`src/rtl/hcc_pkg.sv`:
```
// shared types and constants of the homophonic cipher codec
package hcc_pkg;

  localparam int NUM_LETTERS    = 26;
  localparam int MAX_DIGITS     = 8;
  localparam int MAX_HOMOPHONES = 8;
  localparam int OUT_LIMIT      = 16;

  localparam logic [1:0] OP_TEXT  = 2'd0;
  localparam logic [1:0] OP_ENTRY = 2'd1;
  localparam logic [1:0] OP_COUNT = 2'd2;

  typedef struct packed {
    logic [1:0]  opcode;
    logic [7:0]  char_in;
    logic        end_of_text;
    logic [14:0] random_value;
    logic [4:0]  letter_index;
    logic [2:0]  slot_index;
    logic [31:0] entry_digits;
    logic [3:0]  entry_length;
    logic [3:0]  homophone_count;
  } in_item_t;

  typedef struct packed {
    logic [7:0] char_out;
    logic       last_out;
  } out_item_t;

  // byte request from the sequencer to the output stage
  typedef struct packed {
    logic       push;
    logic       fin;
    logic [7:0] data;
  } emit_req_t;

endpackage

```
`src/rtl/hcc_ctrl.sv`:
```
// sequencer: table loads, modulo unit, table scan and byte parser
module hcc_ctrl #(
  parameter int MAX_D = hcc_pkg::MAX_DIGITS,
  parameter int MAX_H = hcc_pkg::MAX_HOMOPHONES,
  parameter int DW    = 4 * MAX_D,
  parameter int LW    = $clog2(MAX_D + 1),
  parameter int AW    = $clog2(hcc_pkg::NUM_LETTERS * MAX_H)
) (
  input  logic                 clk,
  input  logic                 rst_n,
  input  logic                 cfg_we,
  input  logic                 cfg_wdata,
  input  logic                 in_valid,
  output logic                 in_ready,
  input  hcc_pkg::in_item_t    in_data,
  output hcc_pkg::emit_req_t   em_req,
  input  logic                 em_rdy,
  output logic                 ram_we,
  output logic [AW-1:0]        ram_waddr,
  output logic [DW+LW-1:0]     ram_wdata,
  output logic                 ram_re,
  output logic [AW-1:0]        ram_raddr,
  input  logic [DW+LW-1:0]     ram_rdata
);
  import hcc_pkg::*;

  localparam int CW = $clog2(MAX_H + 1);

  localparam logic [7:0] CH_SPACE = 8'h20;
  localparam logic [7:0] CH_DASH  = 8'h2D;
  localparam logic [7:0] CH_ONE   = 8'h31;
  localparam logic [7:0] CH_ZERO  = 8'h30;
  localparam logic [7:0] CH_NL    = 8'h0A;
  localparam logic [7:0] CH_LBR   = 8'h7B;
  localparam logic [7:0] CH_RBR   = 8'h7D;
  localparam logic [7:0] CH_A     = 8'h61;

  typedef enum logic [3:0] {
    S_IDLE, S_ENC, S_MOD, S_EREAD, S_ELOAD, S_EDIG, S_SEQ,
    S_DEC, S_DFL, S_FIND, S_SCANA, S_SCANC, S_NF, S_DONE
  } state_t;

  typedef enum logic [2:0] {
    PH_IDLE, PH_TOKEN, PH_DASH, PH_DASH1, PH_BRACE, PH_BRACED
  } phase_t;

  function automatic logic [7:0] nf_char(input logic [3:0] idx);
    logic [7:0] c;
    case (idx)
      4'd0:    c = 8'h43;
      4'd1:    c = 8'h61;
      4'd2:    c = 8'h6E;
      4'd3:    c = 8'h27;
      4'd4:    c = 8'h74;
      4'd5:    c = 8'h20;
      4'd6:    c = 8'h46;
      4'd7:    c = 8'h69;
      4'd8:    c = 8'h6E;
      4'd9:    c = 8'h64;
      default: c = 8'h21;
    endcase
    return c;
  endfunction

  function automatic logic [AW-1:0] tab_addr(input logic [4:0] l, input logic [CW-1:0] s);
    return AW'(AW'(l) * AW'(MAX_H) + AW'(s));
  endfunction

  state_t          st_r, st_nxt;
  phase_t          ph_r, ph_nxt;
  logic            mode_r, mode_nxt;
  logic [7:0]      b_r, b_nxt;
  logic            eot_r, eot_nxt;
  logic [14:0]     rnd_r, rnd_nxt;
  logic [DW-1:0]   tok_r, tok_nxt;
  logic [LW-1:0]   tlen_r, tlen_nxt;
  logic            tovf_r, tovf_nxt;
  logic [7:0]      held_r, held_nxt;
  logic            ffl_r, ffl_nxt;
  logic [4:0]      let_r, let_nxt;
  logic [CW-1:0]   j_r, j_nxt;
  logic [CW:0]     rem_r, rem_nxt;
  logic [3:0]      bit_r, bit_nxt;
  logic [LW-1:0]   k_r, k_nxt;
  logic [1:0]      sq_r, sq_nxt;
  logic            sqnl_r, sqnl_nxt;
  logic [3:0]      nf_r, nf_nxt;
  logic [CW-1:0]   cnt_r [NUM_LETTERS];

  logic            cw_en;
  logic [4:0]      cw_idx;
  logic [CW-1:0]   cw_val;

  logic            b_dig, b_let;
  logic [4:0]      b_letter;
  logic [CW-1:0]   cnt_b, cnt_l;
  logic [CW:0]     mod_t;
  logic [LW-1:0]   k_dec;
  logic [3:0]      nib;
  logic [63:0]     dig64;
  logic [DW-1:0]   wdig;
  logic [LW-1:0]   lsat;
  logic            match;
  state_t          end_st, fin_st;
  logic [7:0]      seq_b;

  assign in_ready = (st_r == S_IDLE);

  assign b_dig    = (b_r >= CH_ZERO) && (b_r <= 8'h39);
  assign b_let    = ((b_r >= 8'h41) && (b_r <= 8'h5A)) || ((b_r >= 8'h61) && (b_r <= 8'h7A));
  assign b_letter = 5'((b_r | 8'h20) - CH_A);
  assign cnt_b    = b_let ? cnt_r[b_letter] : '0;
  assign cnt_l    = (let_r < 5'(NUM_LETTERS)) ? cnt_r[let_r] : '0;
  assign mod_t    = {rem_r[CW-1:0], rnd_r[bit_r]};
  assign k_dec    = k_r - LW'(1);
  assign nib      = ram_rdata[{k_dec, 2'b00} +: 4];
  assign match    = (ram_rdata[DW+LW-1:DW] == tlen_r) && (ram_rdata[DW-1:0] == tok_r);
  assign end_st   = eot_r ? S_DFL : S_DONE;
  assign fin_st   = ffl_r ? S_DFL : ((b_r == CH_SPACE) ? end_st : S_DEC);
  assign dig64    = {32'b0, in_data.entry_digits};
  assign lsat     = (int'(in_data.entry_length) > MAX_D) ? LW'(MAX_D)
                                                          : LW'(in_data.entry_length);

  always_comb begin
    for (int n = 0; n < DW; n++) begin
      wdig[n] = dig64[n] && ((n / 4) < int'(lsat));
    end
  end

  always_comb begin
    case (sq_r)
      2'd0:    seq_b = sqnl_r ? CH_SPACE : CH_LBR;
      2'd1:    seq_b = sqnl_r ? CH_DASH : b_r;
      2'd2:    seq_b = sqnl_r ? CH_ONE : CH_RBR;
      default: seq_b = CH_NL;
    endcase
  end

  always_comb begin
    st_nxt   = st_r;
    ph_nxt   = ph_r;
    mode_nxt = mode_r;
    b_nxt    = b_r;
    eot_nxt  = eot_r;
    rnd_nxt  = rnd_r;
    tok_nxt  = tok_r;
    tlen_nxt = tlen_r;
    tovf_nxt = tovf_r;
    held_nxt = held_r;
    ffl_nxt  = ffl_r;
    let_nxt  = let_r;
    j_nxt    = j_r;
    rem_nxt  = rem_r;
    bit_nxt  = bit_r;
    k_nxt    = k_r;
    sq_nxt   = sq_r;
    sqnl_nxt = sqnl_r;
    nf_nxt   = nf_r;
    em_req   = '0;
    ram_we   = 1'b0;
    ram_waddr = '0;
    ram_wdata = '0;
    ram_re   = 1'b0;
    ram_raddr = '0;
    cw_en    = 1'b0;
    cw_idx   = in_data.letter_index;
    cw_val   = (int'(in_data.homophone_count) > MAX_H) ? CW'(MAX_H)
                                                        : CW'(in_data.homophone_count);

    case (st_r)
      S_IDLE: begin
        if (in_valid) begin
          case (in_data.opcode)
            OP_ENTRY: begin
              if ((int'(in_data.letter_index) < NUM_LETTERS) &&
                  (int'(in_data.slot_index) < MAX_H)) begin
                ram_we    = 1'b1;
                ram_waddr = tab_addr(in_data.letter_index, CW'(in_data.slot_index));
                ram_wdata = {lsat, wdig};
              end
            end
            OP_COUNT: begin
              cw_en = (int'(in_data.letter_index) < NUM_LETTERS);
            end
            OP_TEXT: begin
              b_nxt   = in_data.char_in;
              eot_nxt = in_data.end_of_text;
              rnd_nxt = in_data.random_value;
              st_nxt  = mode_r ? S_DEC : S_ENC;
            end
            default: ;
          endcase
        end
        if (cfg_we) begin
          mode_nxt = cfg_wdata;
          ph_nxt   = PH_IDLE;
          tok_nxt  = '0;
          tlen_nxt = '0;
          tovf_nxt = 1'b0;
          held_nxt = '0;
        end
      end

      S_ENC: begin
        if (b_let && (cnt_b != '0)) begin
          let_nxt = b_letter;
          rem_nxt = '0;
          bit_nxt = 4'd14;
          st_nxt  = S_MOD;
        end else if (b_dig || (b_r == CH_NL)) begin
          sq_nxt   = 2'd0;
          sqnl_nxt = !b_dig;
          st_nxt   = S_SEQ;
        end else if (em_rdy) begin
          // zero-count letter gives the bare space
          em_req.push = 1'b1;
          em_req.data = b_let ? CH_SPACE : b_r;
          st_nxt      = S_DONE;
        end
      end

      // restoring remainder, one random bit per cycle
      S_MOD: begin
        rem_nxt = (mod_t >= {1'b0, cnt_l}) ? mod_t - {1'b0, cnt_l} : mod_t;
        bit_nxt = bit_r - 4'd1;
        if (bit_r == 4'd0) begin
          st_nxt = S_EREAD;
        end
      end

      S_EREAD: begin
        ram_re    = 1'b1;
        ram_raddr = tab_addr(let_r, rem_r[CW-1:0]);
        st_nxt    = S_ELOAD;
      end

      S_ELOAD: begin
        k_nxt  = ram_rdata[DW+LW-1:DW];
        st_nxt = S_EDIG;
      end

      S_EDIG: begin
        if (em_rdy) begin
          em_req.push = 1'b1;
          if (k_r == '0) begin
            em_req.data = CH_SPACE;
            st_nxt      = S_DONE;
          end else begin
            em_req.data = CH_ZERO + {4'd0, nib};
            k_nxt       = k_dec;
          end
        end
      end

      S_SEQ: begin
        if (em_rdy) begin
          em_req.push = 1'b1;
          em_req.data = seq_b;
          sq_nxt      = sq_r + 2'd1;
          if (sq_r == (sqnl_r ? 2'd3 : 2'd2)) begin
            st_nxt = S_DONE;
          end
        end
      end

      S_DEC: begin
        case (ph_r)
          PH_TOKEN: begin
            if (b_dig) begin
              if (tlen_r < LW'(MAX_D)) begin
                tok_nxt  = (tok_r << 4) | DW'(b_r[3:0]);
                tlen_nxt = tlen_r + LW'(1);
              end else begin
                tovf_nxt = 1'b1;
              end
              st_nxt = end_st;
            end else begin
              ffl_nxt = 1'b0;
              st_nxt  = S_FIND;
            end
          end
          PH_DASH: begin
            if (b_r == CH_ONE) begin
              ph_nxt = PH_DASH1;
              st_nxt = end_st;
            end else if (em_rdy) begin
              em_req.push = 1'b1;
              em_req.data = CH_DASH;
              ph_nxt      = PH_IDLE;
            end
          end
          PH_DASH1: begin
            if (em_rdy) begin
              em_req.push = 1'b1;
              if (b_r == CH_NL) begin
                em_req.data = CH_NL;
                ph_nxt      = PH_IDLE;
                st_nxt      = end_st;
              end else begin
                // the dash was literal, the one starts a token
                em_req.data = CH_DASH;
                tok_nxt     = DW'(4'd1);
                tlen_nxt    = LW'(1);
                tovf_nxt    = 1'b0;
                ph_nxt      = PH_TOKEN;
              end
            end
          end
          PH_BRACE: begin
            if (b_dig) begin
              held_nxt = b_r;
              ph_nxt   = PH_BRACED;
              st_nxt   = end_st;
            end else if (em_rdy) begin
              em_req.push = 1'b1;
              em_req.data = CH_LBR;
              ph_nxt      = PH_IDLE;
            end
          end
          PH_BRACED: begin
            if (em_rdy) begin
              em_req.push = 1'b1;
              if (b_r == CH_RBR) begin
                em_req.data = held_r;
                ph_nxt      = PH_IDLE;
                st_nxt      = end_st;
              end else begin
                em_req.data = CH_LBR;
                tok_nxt     = DW'(held_r[3:0]);
                tlen_nxt    = LW'(1);
                tovf_nxt    = 1'b0;
                ph_nxt      = PH_TOKEN;
              end
            end
          end
          default: begin
            if (b_dig) begin
              tok_nxt  = DW'(b_r[3:0]);
              tlen_nxt = LW'(1);
              tovf_nxt = 1'b0;
              ph_nxt   = PH_TOKEN;
              st_nxt   = end_st;
            end else if (b_r == CH_DASH) begin
              ph_nxt = PH_DASH;
              st_nxt = end_st;
            end else if (b_r == CH_LBR) begin
              ph_nxt = PH_BRACE;
              st_nxt = end_st;
            end else if (em_rdy) begin
              em_req.push = 1'b1;
              em_req.data = b_r;
              ph_nxt      = PH_IDLE;
              st_nxt      = end_st;
            end
          end
        endcase
      end

      // end of text: drain whatever the parser still holds
      S_DFL: begin
        case (ph_r)
          PH_TOKEN: begin
            ffl_nxt = 1'b1;
            st_nxt  = S_FIND;
          end
          PH_DASH, PH_BRACE: begin
            if (em_rdy) begin
              em_req.push = 1'b1;
              em_req.data = (ph_r == PH_DASH) ? CH_DASH : CH_LBR;
              ph_nxt      = PH_IDLE;
            end
          end
          PH_DASH1, PH_BRACED: begin
            if (em_rdy) begin
              em_req.push = 1'b1;
              em_req.data = (ph_r == PH_DASH1) ? CH_DASH : CH_LBR;
              tok_nxt     = (ph_r == PH_DASH1) ? DW'(4'd1) : DW'(held_r[3:0]);
              tlen_nxt    = LW'(1);
              tovf_nxt    = 1'b0;
              ph_nxt      = PH_TOKEN;
            end
          end
          default: st_nxt = S_DONE;
        endcase
      end

      S_FIND: begin
        let_nxt = '0;
        j_nxt   = '0;
        nf_nxt  = '0;
        st_nxt  = tovf_r ? S_NF : S_SCANA;
      end

      // walk letters in order, then slots inside the count
      S_SCANA: begin
        if (let_r == 5'(NUM_LETTERS)) begin
          st_nxt = S_NF;
        end else if (j_r >= cnt_l) begin
          let_nxt = let_r + 5'd1;
          j_nxt   = '0;
        end else begin
          ram_re    = 1'b1;
          ram_raddr = tab_addr(let_r, j_r);
          st_nxt    = S_SCANC;
        end
      end

      S_SCANC: begin
        if (!match) begin
          j_nxt  = j_r + CW'(1);
          st_nxt = S_SCANA;
        end else if (em_rdy) begin
          em_req.push = 1'b1;
          em_req.data = CH_A + {3'd0, let_r};
          tok_nxt     = '0;
          tlen_nxt    = '0;
          tovf_nxt    = 1'b0;
          ph_nxt      = PH_IDLE;
          st_nxt      = fin_st;
        end
      end

      S_NF: begin
        if (em_rdy) begin
          em_req.push = 1'b1;
          em_req.data = nf_char(nf_r);
          nf_nxt      = nf_r + 4'd1;
          if (nf_r == 4'd10) begin
            tok_nxt  = '0;
            tlen_nxt = '0;
            tovf_nxt = 1'b0;
            ph_nxt   = PH_IDLE;
            st_nxt   = fin_st;
          end
        end
      end

      S_DONE: begin
        em_req.fin = 1'b1;
        if (em_rdy) begin
          st_nxt = S_IDLE;
        end
      end

      default: st_nxt = S_IDLE;
    endcase
  end

  always_ff @(posedge clk) begin
    if (!rst_n) begin
      st_r   <= S_IDLE;
      ph_r   <= PH_IDLE;
      mode_r <= 1'b0;
      tok_r  <= '0;
      tlen_r <= '0;
      tovf_r <= 1'b0;
      held_r <= '0;
      for (int i = 0; i < NUM_LETTERS; i++) begin
        cnt_r[i] <= '0;
      end
    end else begin
      st_r   <= st_nxt;
      ph_r   <= ph_nxt;
      mode_r <= mode_nxt;
      tok_r  <= tok_nxt;
      tlen_r <= tlen_nxt;
      tovf_r <= tovf_nxt;
      held_r <= held_nxt;
      if (cw_en) begin
        cnt_r[cw_idx] <= cw_val;
      end
    end
    b_r    <= b_nxt;
    eot_r  <= eot_nxt;
    rnd_r  <= rnd_nxt;
    ffl_r  <= ffl_nxt;
    let_r  <= let_nxt;
    j_r    <= j_nxt;
    rem_r  <= rem_nxt;
    bit_r  <= bit_nxt;
    k_r    <= k_nxt;
    sq_r   <= sq_nxt;
    sqnl_r <= sqnl_nxt;
    nf_r   <= nf_nxt;
  end

endmodule

```
`config.mk`:
```
export PLATFORM = sky130hd
export DESIGN_NAME = hcc_ctrl
export DESIGN_NICKNAME = d
export VERILOG_FILES = /design/src/rtl/hcc_pkg.sv /design/src/rtl/hcc_ctrl.sv
export SDC_FILE = /design/constraint.sdc
export NUM_CORES = 1
export LEC_CHECK = 0
export ABC_AREA = 1
export BUFFER_PORTS_ARGS = -buffer_cell sky130_fd_sc_hd__buf_2
export CAP_MARGIN = 20
export CELL_PAD_IN_SITES_DETAIL_PLACEMENT = 1
export CELL_PAD_IN_SITES_GLOBAL_PLACEMENT = 2
export CORE_MARGIN = 8
export CORE_UTILIZATION = 31
export DETAILED_ROUTE_END_ITERATION = 10
export PLACE_DENSITY = 0.88
export SKIP_CTS_REPAIR_TIMING = 1
export SLEW_MARGIN = 20
export SYNTH_ARGS = -nofsm -noshare
export SYNTH_HDL_FRONTEND = slang
export SYNTH_SLANG_ARGS = --single-unit
```
`constraint.sdc`:
```
create_clock -name clk -period 3.3 [get_ports clk]
set_input_delay 0.66 -clock clk [delete_from_list [all_inputs] [get_ports clk]]
set_output_delay 0.66 -clock clk [all_outputs]
set_load 0.05 [all_outputs]
```
==> results.rst, run 1 <==
.. list-table::
   :header-rows: 1

   * - Metric
     - Value
   * - Proportion of synthesized chip area in sequential cells
     - 45.8%
   * - Power Dens Cells
     - 718 mW/mm^2
   * - CTS clock-pin slew for the worst setup and hold paths
     - 60 ps
   * - Number of clock sinks seen by CTS
     - 246
   * - Ys Warns
     - 0
   * - Pint
     - 8.36 mW
   * - Instance count after placement with tap cells included
     - 2832
   * - Setup violations, final
     - 19
   * - Final routed wirelength across all metal layers
     - 58500 um
   * - Final Hold Fails
     - 0
   * - Total of flip-flops plus latches after synthesis
     - 246
   * - Final Non-Filler Cells
     - 2921
   * - Proportion of netlist area held by the largest area contributor
     - 36.9%
   * - Post-synthesis async set-or-reset flop share
     - 0%
   * - Core area
     - 0.0473 mm^2
   * - Clock tree from TritonCTS
     - built
   * - Outcome
     - complete, but fails checks
   * - Dominant cells by area after synthesis
     - sky130_fd_sc_hd__edfxtp_1, sky130_fd_sc_hd__nor2_1, sky130_fd_sc_hd__nand2_1
   * - Distinct cells, synth
     - 53
   * - Final count of pins violating max slew
     - 0
   * - Net Sw Frac
     - 41.5%
   * - Maximum number of pins on one net before global-route repair
     - 62
   * - Setup repair after global routing missed its margin
     - true
   * - Critical Path Most Common Cell
     - sky130_fd_sc_hd__nand2_1
   * - Minimum clock period
     - 4230 ps
   * - Fraction of layout instances using a drive strength above 1
     - 27.3%
   * - Maximum ir drop on the vdd rail
     - 0.464 mV
   * - Leak
     - 8.43 nW
   * - GRT Resource Usage Total
     - 20.3%
   * - Worst setup slack after layout
     - -926 ps
   * - Syn Inst Count
     - 1941
   * - Layout Skew
     - 13.9 ps
   * - Area after detailed placement
     - 0.0177 mm^2
   * - Part of the total power dissipated in the clock network
     - 22.3%
   * - Area grow syn2layout
     - 35.2%
   * - Classification of the worst setup path
     - reg -> out
   * - Post-synthesis instance area
     - 0.0147 mm^2
   * - Most frequent cells in the layout
     - sky130_fd_sc_hd__nor2_1, sky130_fd_sc_hd__nand2_1, sky130_fd_sc_hd__edfxtp_1
   * - Vias in the first global route
     - 15800
   * - Clk root buf
     - sky130_fd_sc_hd__clkbuf_16
   * - Area of all sequential standard cells
     - 0.00675 mm^2
   * - Number of design-rule violations left by the first detailed-router iteration
     - 1013
   * - Register-to-register setup slack
     - -20 ps
   * - Power dissipated by switching net loads
     - 5.93 mW
   * - Startpoint of the worst hold path
     - in_data[66]
   * - Slew @ Worst Pin
     - 840 ps
   * - Overall overflow remaining after global route
     - 0
   * - Depth of the most critical reg-to-reg path
     - 20
   * - Power share of the sequential group
     - 30.0%
   * - Initial standard-cell utilization of the core
     - 31.1%
   * - Dpl hpwl
     - 43900 um
   * - Syn Area/Cell
     - 7.58 um^2
   * - Multi-input gate area
     - 0.00804 mm^2
   * - First drt pass iteration count
     - 5
   * - Required time at the endpoint of the critical path
     - 2640 ps
   * - Worst flop-to-flop path endpoint
     - rem_r[1]
   * - Failing checks
     - negative setup slack
   * - Number of buffer and inverter instances along the worst setup path
     - 5
   * - Ratio of final minimum period to clock period
     - 128%
   * - Number of nets in the finished design
     - 2427
   * - Max-cap check violation count
     - 0
   * - Largest incremental delay on the critical path
     - 370 ps
   * - Cell taking the most area after synthesis
     - sky130_fd_sc_hd__edfxtp_1
   * - Die outline width
     - 234 um
   * - Drt via density
     - 5.16
   * - Via count of the routed design
     - 15100
   * - Filler cell count
     - 5721
   * - Maximum level of the CTS H-tree
     - 1
   * - Area of all placed cells without fillers
     - 0.0199 mm^2
   * - Cell-by-cell trace of the critical path
     - clkinvlp_4 -> buf_12 -> buf_4 -> a21oi_1 -> a32o_1 -> nand2_1 -> o211ai_1 -> a21oi_2 -> o21ai_2 -> ha_1 -> o21a_1 -> o21ai_1 -> nand2_1 -> nor2_4 -> clkinv_4 -> o21ai_4 -> buf_6
   * - Global-route wire length before repair
     - 87600 um
   * - Crit path max-delay cell type
     - sky130_fd_sc_hd__dfxtp_4
   * - Clock latency on the worst-skew pair
     - 590 ps
   * - Die outline area
     - 0.0547 mm^2
   * - Maximum frequency from static timing analysis
     - 0.237 GHz
   * - Endpoint of the most critical setup path
     - ram_raddr[7]
   * - Min Hold Slack
     - 250 ps
   * - Maximum clock insertion buffer count
     - 3
   * - Class of the tightest hold or removal check
     - in -> reg
   * - Num rows
     - 80
   * - Most common cell after layout, fill and taps aside
     - sky130_fd_sc_hd__nor2_1
   * - Number of port buffers
     - 180
   * - Vert. Die Dim
     - 234 um
   * - Ports placed on the boundary
     - 181
   * - Max-slew headroom at the worst pin
     - 43.7%
   * - Setup TNS
     - -10020 ps
   * - Final RePlAce weighted congestion
     - 0.962
   * - CTS Buf Count
     - 29
   * - Nature of the critical path endpoint
     - output pin
   * - Number of enable-type register cells in the synthesized netlist
     - 181
   * - Gate family responsible for the most delay along the worst path
     - compound AO/OA/AOI/OAI gates
   * - Commonest register cell after synthesis
     - sky130_fd_sc_hd__edfxtp_1
   * - Antenna violations before repair
     - 3
   * - Combinational fraction of design power
     - 47.7%
   * - Stages on the worst setup path
     - 17
   * - Remaining design rule violation count
     - 0
   * - Post-DR wirelength/cell
     - 20.0 um
   * - Highest net fanout along the worst path
     - 8
   * - Signal arrival time at the worst endpoint
     - 3570 ps
   * - Post-route ant nets
     - 0
   * - Worst Setup Start Kind
     - register
==> final cells by class <==
class / instances / share of cell area (%)
multi-input combinational: 1435 / 40.4
sequential: 246 / 33.9
timing repair buffer: 356 / 13.0
inverter: 213 / 4.14
clock buffer: 36 / 3.88
tap: 615 / 3.87
clock inverter: 18 / 0.799
antenna: 2 / 0.0252
==> logic make-up after synthesis <==
group / share of synthesized area, %
AND/OR/NAND/NOR: 27.9
AO/OA/AOI/OAI: 14.1
buffers and inverters: 7.39
flip-flops: 45.8
XOR/XNOR: 2.26
adder cells (fa/ha/maj): 2.60
other: 0.0255
==> power groups by stage <==
| stage | clock network, mW | logic (mW) | registers, mW |
|---|---|---|---|
| floorplan | 0 | 3.80 | 4.16 |
| global placement | 0 | 5.69 | 4.30 |
| detailed placement | 0 | 5.86 | 4.31 |
| CTS | 3.25 | 5.92 | 4.26 |
| global route | 3.37 | 7.46 | 4.35 |
| finish | 3.19 | 6.82 | 4.29 |
==> state kept, by name, summed over array words and instances (netlist names), 3 cells and up, named ones only <==
name	count
rem_r	4
let_r	5
rnd_r	15
tlen_r	4
ph_r	3
bit_r	4
cnt_r	128
held_r	8
nf_r	4
st_r	4
k_r	4
b_r	8
tok_r	32
j_r	4
==> worst min-delay path by stage <==
stage,depth (start not counted),slack [ps],endpoint
final,1,250,b_r[2]
after global routing,1,230,b_r[2]
after CTS,1,230,rnd_r[6]
after detailed placement,2,430,held_r[6]
after global placement,2,430,held_r[6]
after floorplan,2,410,held_r[6]
==> worst register-to-register path: cells and delay by family (launching register included) <==
family	cells	cell delay (ps)
AO/OA/AOI/OAI	8	1310
AND/OR/NAND/NOR	6	480
flip-flops	1	370
adder cells (fa/ha/maj)	1	200
buffers and inverters	5	710
==> cell usage after synthesis, drive strengths merged (2+ instances only) <==
| library cell | instances |
|---|---|
| edfxtp | 181 |
| o2111ai | 4 |
| o21ai | 181 |
| xnor2 | 17 |
| o31ai | 3 |
| o211ai | 18 |
| a221oi | 2 |
| clkbuf | 51 |
| a21oi | 68 |
| o22ai | 18 |
| dfxtp | 65 |
| a32o | 3 |
| nor3 | 26 |
| nor2 | 432 |
| o21a | 2 |
| a22oi | 3 |
| ha | 29 |
| nand2 | 370 |
| nand3 | 99 |
| inv | 205 |
| nor3b | 10 |
| nand4 | 23 |
| a22o | 3 |
| o41ai | 2 |
| a211oi | 8 |
| nor4 | 8 |
| a31oi | 9 |
| clkinv | 8 |
| o221ai | 25 |
| xor2 | 21 |
| nand3b | 7 |
| buf | 19 |
| or2 | 12 |
==> per-stage QoR <==
step / util, % / power (mW) / setup WS (ps)
3_5_place_dp: 37.4 / 10.2 / -522
6_report: 42.0 / 14.3 / -926
4_1_cts: 39.4 / 13.4 / -1170
2_1_floorplan: - / 7.96 / -275
3_3_place_gp: 37.4 / 9.99 / -511
5_1_grt: 42.0 / 15.2 / -1080
==> per-layer routing <==
layer	vias to the layer above	share of wire [%]	global-route usage [%]
met1	7282	42	25.1
li1	7177	-	-
met5	-	0.022	0
met3	108	6.5	3.51
met4	2	3.4	6.75
met2	497	48	35.5
Power figures use the tool's default switching activity.
==> inputs of run 2 (changes only) <==
--- a/config.mk
+++ b/config.mk
@@ -10,6 +10,7 @@
 export CAP_MARGIN = 20
 export CELL_PAD_IN_SITES_DETAIL_PLACEMENT = 1
 export CELL_PAD_IN_SITES_GLOBAL_PLACEMENT = 2
+export CORE_ASPECT_RATIO = 2
 export CORE_MARGIN = 8
 export CORE_UTILIZATION = 31
 export DETAILED_ROUTE_END_ITERATION = 10
==> run 2 against run 1 <==
The flow still finishes with violations (negative setup slack); sequential power is essentially flat; combinational power shrank 3.2%; clock-buffer cell count shrank 7; setup slack gained 6.2 ps; fmax grew 0.15%; final cell count grew 0.55%; core utilization grew 0.20 points.
==> results.rst, run 2 (synthesis results as in run 1) <==
.. list-table::
   :header-rows: 1

   * - Metric
     - Value
   * - Clock latency on the worst-skew pair
     - 570 ps (was 590 ps)
   * - Nature of the critical path endpoint
     - output pin (unchanged)
   * - Slew @ Worst Pin
     - 797 ps (was 840 ps)
   * - Area grow syn2layout
     - 35.5% (was 35.2%)
   * - Classification of the worst setup path
     - reg -> out (unchanged)
   * - Core area
     - 0.0472 mm^2 (was 0.0473 mm^2)
   * - Failing checks
     - negative setup slack (unchanged)
   * - Maximum ir drop on the vdd rail
     - 0.355 mV (was 0.464 mV)
   * - Antenna violations before repair
     - 1 (was 3)
   * - Number of nets in the finished design
     - 2431 (was 2427)
   * - Post-layout util
     - 42.2% (was 42.0%)
   * - Maximum level of the CTS H-tree
     - 1 (unchanged)
   * - Dpl hpwl
     - 42800 um (was 43900 um)
   * - Drt via density
     - 5.11 (was 5.16)
   * - CTS clock-pin slew for the worst setup and hold paths
     - 60 ps (about the same)
   * - Signal arrival time at the worst endpoint
     - 3560 ps (was 3570 ps)
   * - Part of the total power dissipated in the clock network
     - 22.3% (about the same)
   * - Post-route ant nets
     - 0 (unchanged)
   * - Top flop regs
     - cnt_r (128), tok_r (32), rnd_r (15) (unchanged)
   * - Number of design-rule violations left by the first detailed-router iteration
     - 899 (was 1013)
   * - Largest reg by FF count
     - cnt_r (unchanged)
   * - Overall overflow remaining after global route
     - 0 (unchanged)
   * - Final routed wirelength across all metal layers
     - 56200 um (was 58500 um)
   * - Antenna fix cells
     - 0 (was 2)
   * - Multi-input gate area
     - 0.00798 mm^2 (was 0.00804 mm^2)
   * - Number of clock sinks seen by CTS
     - 246 (unchanged)
   * - Remaining design rule violation count
     - 0 (unchanged)
   * - Most frequent cells in the layout
     - sky130_fd_sc_hd__nor2_1, sky130_fd_sc_hd__nand2_1, sky130_fd_sc_hd__edfxtp_1 (unchanged)
   * - Minimum clock period
     - 4220 ps (was 4230 ps)
   * - Max-slew headroom at the worst pin
     - 46.6% (was 43.7%)
   * - Vias in the first global route
     - 15300 (was 15800)
   * - Pint
     - 8.26 mW (was 8.36 mW)
   * - Required time at the endpoint of the critical path
     - 2640 ps (about the same)
   * - Fraction of layout instances using a drive strength above 1
     - 28.1% (was 27.3%)
   * - Met1 Usage GRT
     - 24.7% (was 25.1%)
   * - Ratio of final minimum period to clock period
     - 128% (about the same)
   * - Power share of the sequential group
     - 30.7% (was 30.0%)
   * - Global-route met2 utilization
     - 32.4% (was 35.5%)
   * - Via count of the routed design
     - 15000 (was 15100)
   * - Filler cell count
     - 5826 (was 5721)
   * - GRT met3 Usage
     - 3.69% (was 3.51%)
   * - Highest net fanout along the worst path
     - 12 (was 8)
   * - Ports placed on the boundary
     - 181 (unchanged)
   * - Busiest metal layer after global routing
     - met2 (unchanged)
   * - Number of port buffers
     - 180 (unchanged)
   * - Post-DR wirelength/cell
     - 19.1 um (was 20.0 um)
   * - Clk root buf
     - sky130_fd_sc_hd__clkbuf_16 (unchanged)
   * - Outcome
     - complete, but fails checks (unchanged)
   * - Final RePlAce weighted congestion
     - 0.933 (was 0.962)
   * - Global-route wire length before repair
     - 84500 um (was 87600 um)
   * - Final Hold Fails
     - 0 (unchanged)
   * - Final count of pins violating max slew
     - 0 (unchanged)
   * - Post-place setup slack
     - -375 ps (was -522 ps)
   * - Combinational fraction of design power
     - 47.1% (was 47.7%)
   * - Initial standard-cell utilization of the core
     - 31.2% (was 31.1%)
   * - Class of the tightest hold or removal check
     - in -> reg (unchanged)
   * - Max-cap check violation count
     - 0 (unchanged)
   * - Power Dens Cells
     - 703 mW/mm^2 (was 718 mW/mm^2)
   * - Maximum frequency from static timing analysis
     - 0.237 GHz (about the same)
   * - Num rows
     - 113 (was 80)
   * - GRT Resource Usage Total
     - 19.4% (was 20.3%)
   * - Net Sw Frac
     - 41.0% (was 41.5%)
   * - Final Power
     - 14.0 mW (was 14.3 mW)
   * - Setup repair after global routing missed its margin
     - true (unchanged)
   * - Maximum number of pins on one net before global-route repair
     - 69 (was 62)
   * - Area of all sequential standard cells
     - 0.00676 mm^2 (was 0.00675 mm^2)
   * - Maximum clock insertion buffer count
     - 3 (unchanged)
   * - Most common cell after layout, fill and taps aside
     - sky130_fd_sc_hd__nor2_1 (unchanged)
   * - Vert. Die Dim
     - 324 um (was 234 um)
   * - First drt pass iteration count
     - 5 (unchanged)
   * - Flip-flop count of the largest register, all copies and words added
     - 128 (unchanged)
   * - Power dissipated by switching net loads
     - 5.75 mW (was 5.93 mW)
   * - Worst Setup Start Kind
     - register (unchanged)
   * - Leak
     - 8.46 nW (was 8.43 nW)
   * - Die outline width
     - 170 um (was 234 um)
   * - Setup violations, final
     - 18 (was 19)
   * - Die outline area
     - 0.0551 mm^2 (was 0.0547 mm^2)
   * - Layout Skew
     - 22.5 ps (was 13.9 ps)
   * - Clock tree from TritonCTS
     - built (unchanged)
   * - Worst setup slack after layout
     - -919 ps (was -926 ps)
   * - CTS Buf Count
     - 26 (was 29)
==> run 2: cell type report <==
class / instances / area share [%]
repair buffers: 362 / 13.3
multi-input cells: 1435 / 40.0
well taps: 632 / 3.97
clock buffers: 29 / 3.43
flip-flops and latches: 246 / 33.9
clock inverters: 19 / 1.12
inverters: 213 / 4.24
repair inverters: 1 / 0.0251
==> run 2: power groups by stage <==
stage	clock, mW	sequential [mW]	combinational [mW]
2_1_floorplan	0	4.16	3.80
3_3_place_gp	0	4.31	5.57
3_5_place_dp	0	4.32	5.73
4_1_cts	3.19	4.26	5.77
5_1_grt	3.29	4.35	7.26
6_report	3.12	4.30	6.60
==> run 2: worst max-delay path, cell delays in order, from the launching register on <==
cell and delay, ps:
sky130_fd_sc_hd__dfxtp_4 420, sky130_fd_sc_hd__inv_8 60, sky130_fd_sc_hd__clkbuf_16 170, sky130_fd_sc_hd__a21oi_2 130, sky130_fd_sc_hd__o21ai_1 90, sky130_fd_sc_hd__o211ai_1 100, sky130_fd_sc_hd__nand3_1 150, sky130_fd_sc_hd__nand3_1 110
sky130_fd_sc_hd__nand2_1 70, sky130_fd_sc_hd__a21oi_2 140, sky130_fd_sc_hd__ha_1 260, sky130_fd_sc_hd__inv_2 60, sky130_fd_sc_hd__a21oi_2 40, sky130_fd_sc_hd__o21a_1 170, sky130_fd_sc_hd__o21ai_1 150, sky130_fd_sc_hd__nand2_1 130
sky130_fd_sc_hd__nor2_4 230, sky130_fd_sc_hd__clkinv_4 150, sky130_fd_sc_hd__o21ai_4 170, sky130_fd_sc_hd__buf_6 170
==> run 2: per-layer routing <==
metal  up-vias  share of wire [%]
met4         0                3.3
met1      7238                 42
li1       7181                  -
met5         -                  0
met2       484                 48
met3       103                6.7
==> run 2: final timing paths <==
path	slack (ps)	startpoint	depth (start not counted)	to
max reg2reg	20	register	22	register
max	-920	register	19	ram_raddr[7]
min reg2reg	450	held_r[6]	2	held_r[6]
min	260	in_data[61]	1	rnd_r[13]
==> run 2: stage by stage <==
stage               cells  setup TNS (ps)  cell area, um^2  hold slack, ps
finish               2937           -8730            19900             260
global route         2937          -13240            19900             240
CTS                  2888          -14880            18600             227
detailed placement   2840           -3140            17700             434
global placement     2840           -1790            17700             433
floorplan            1964           -1250            15200             415
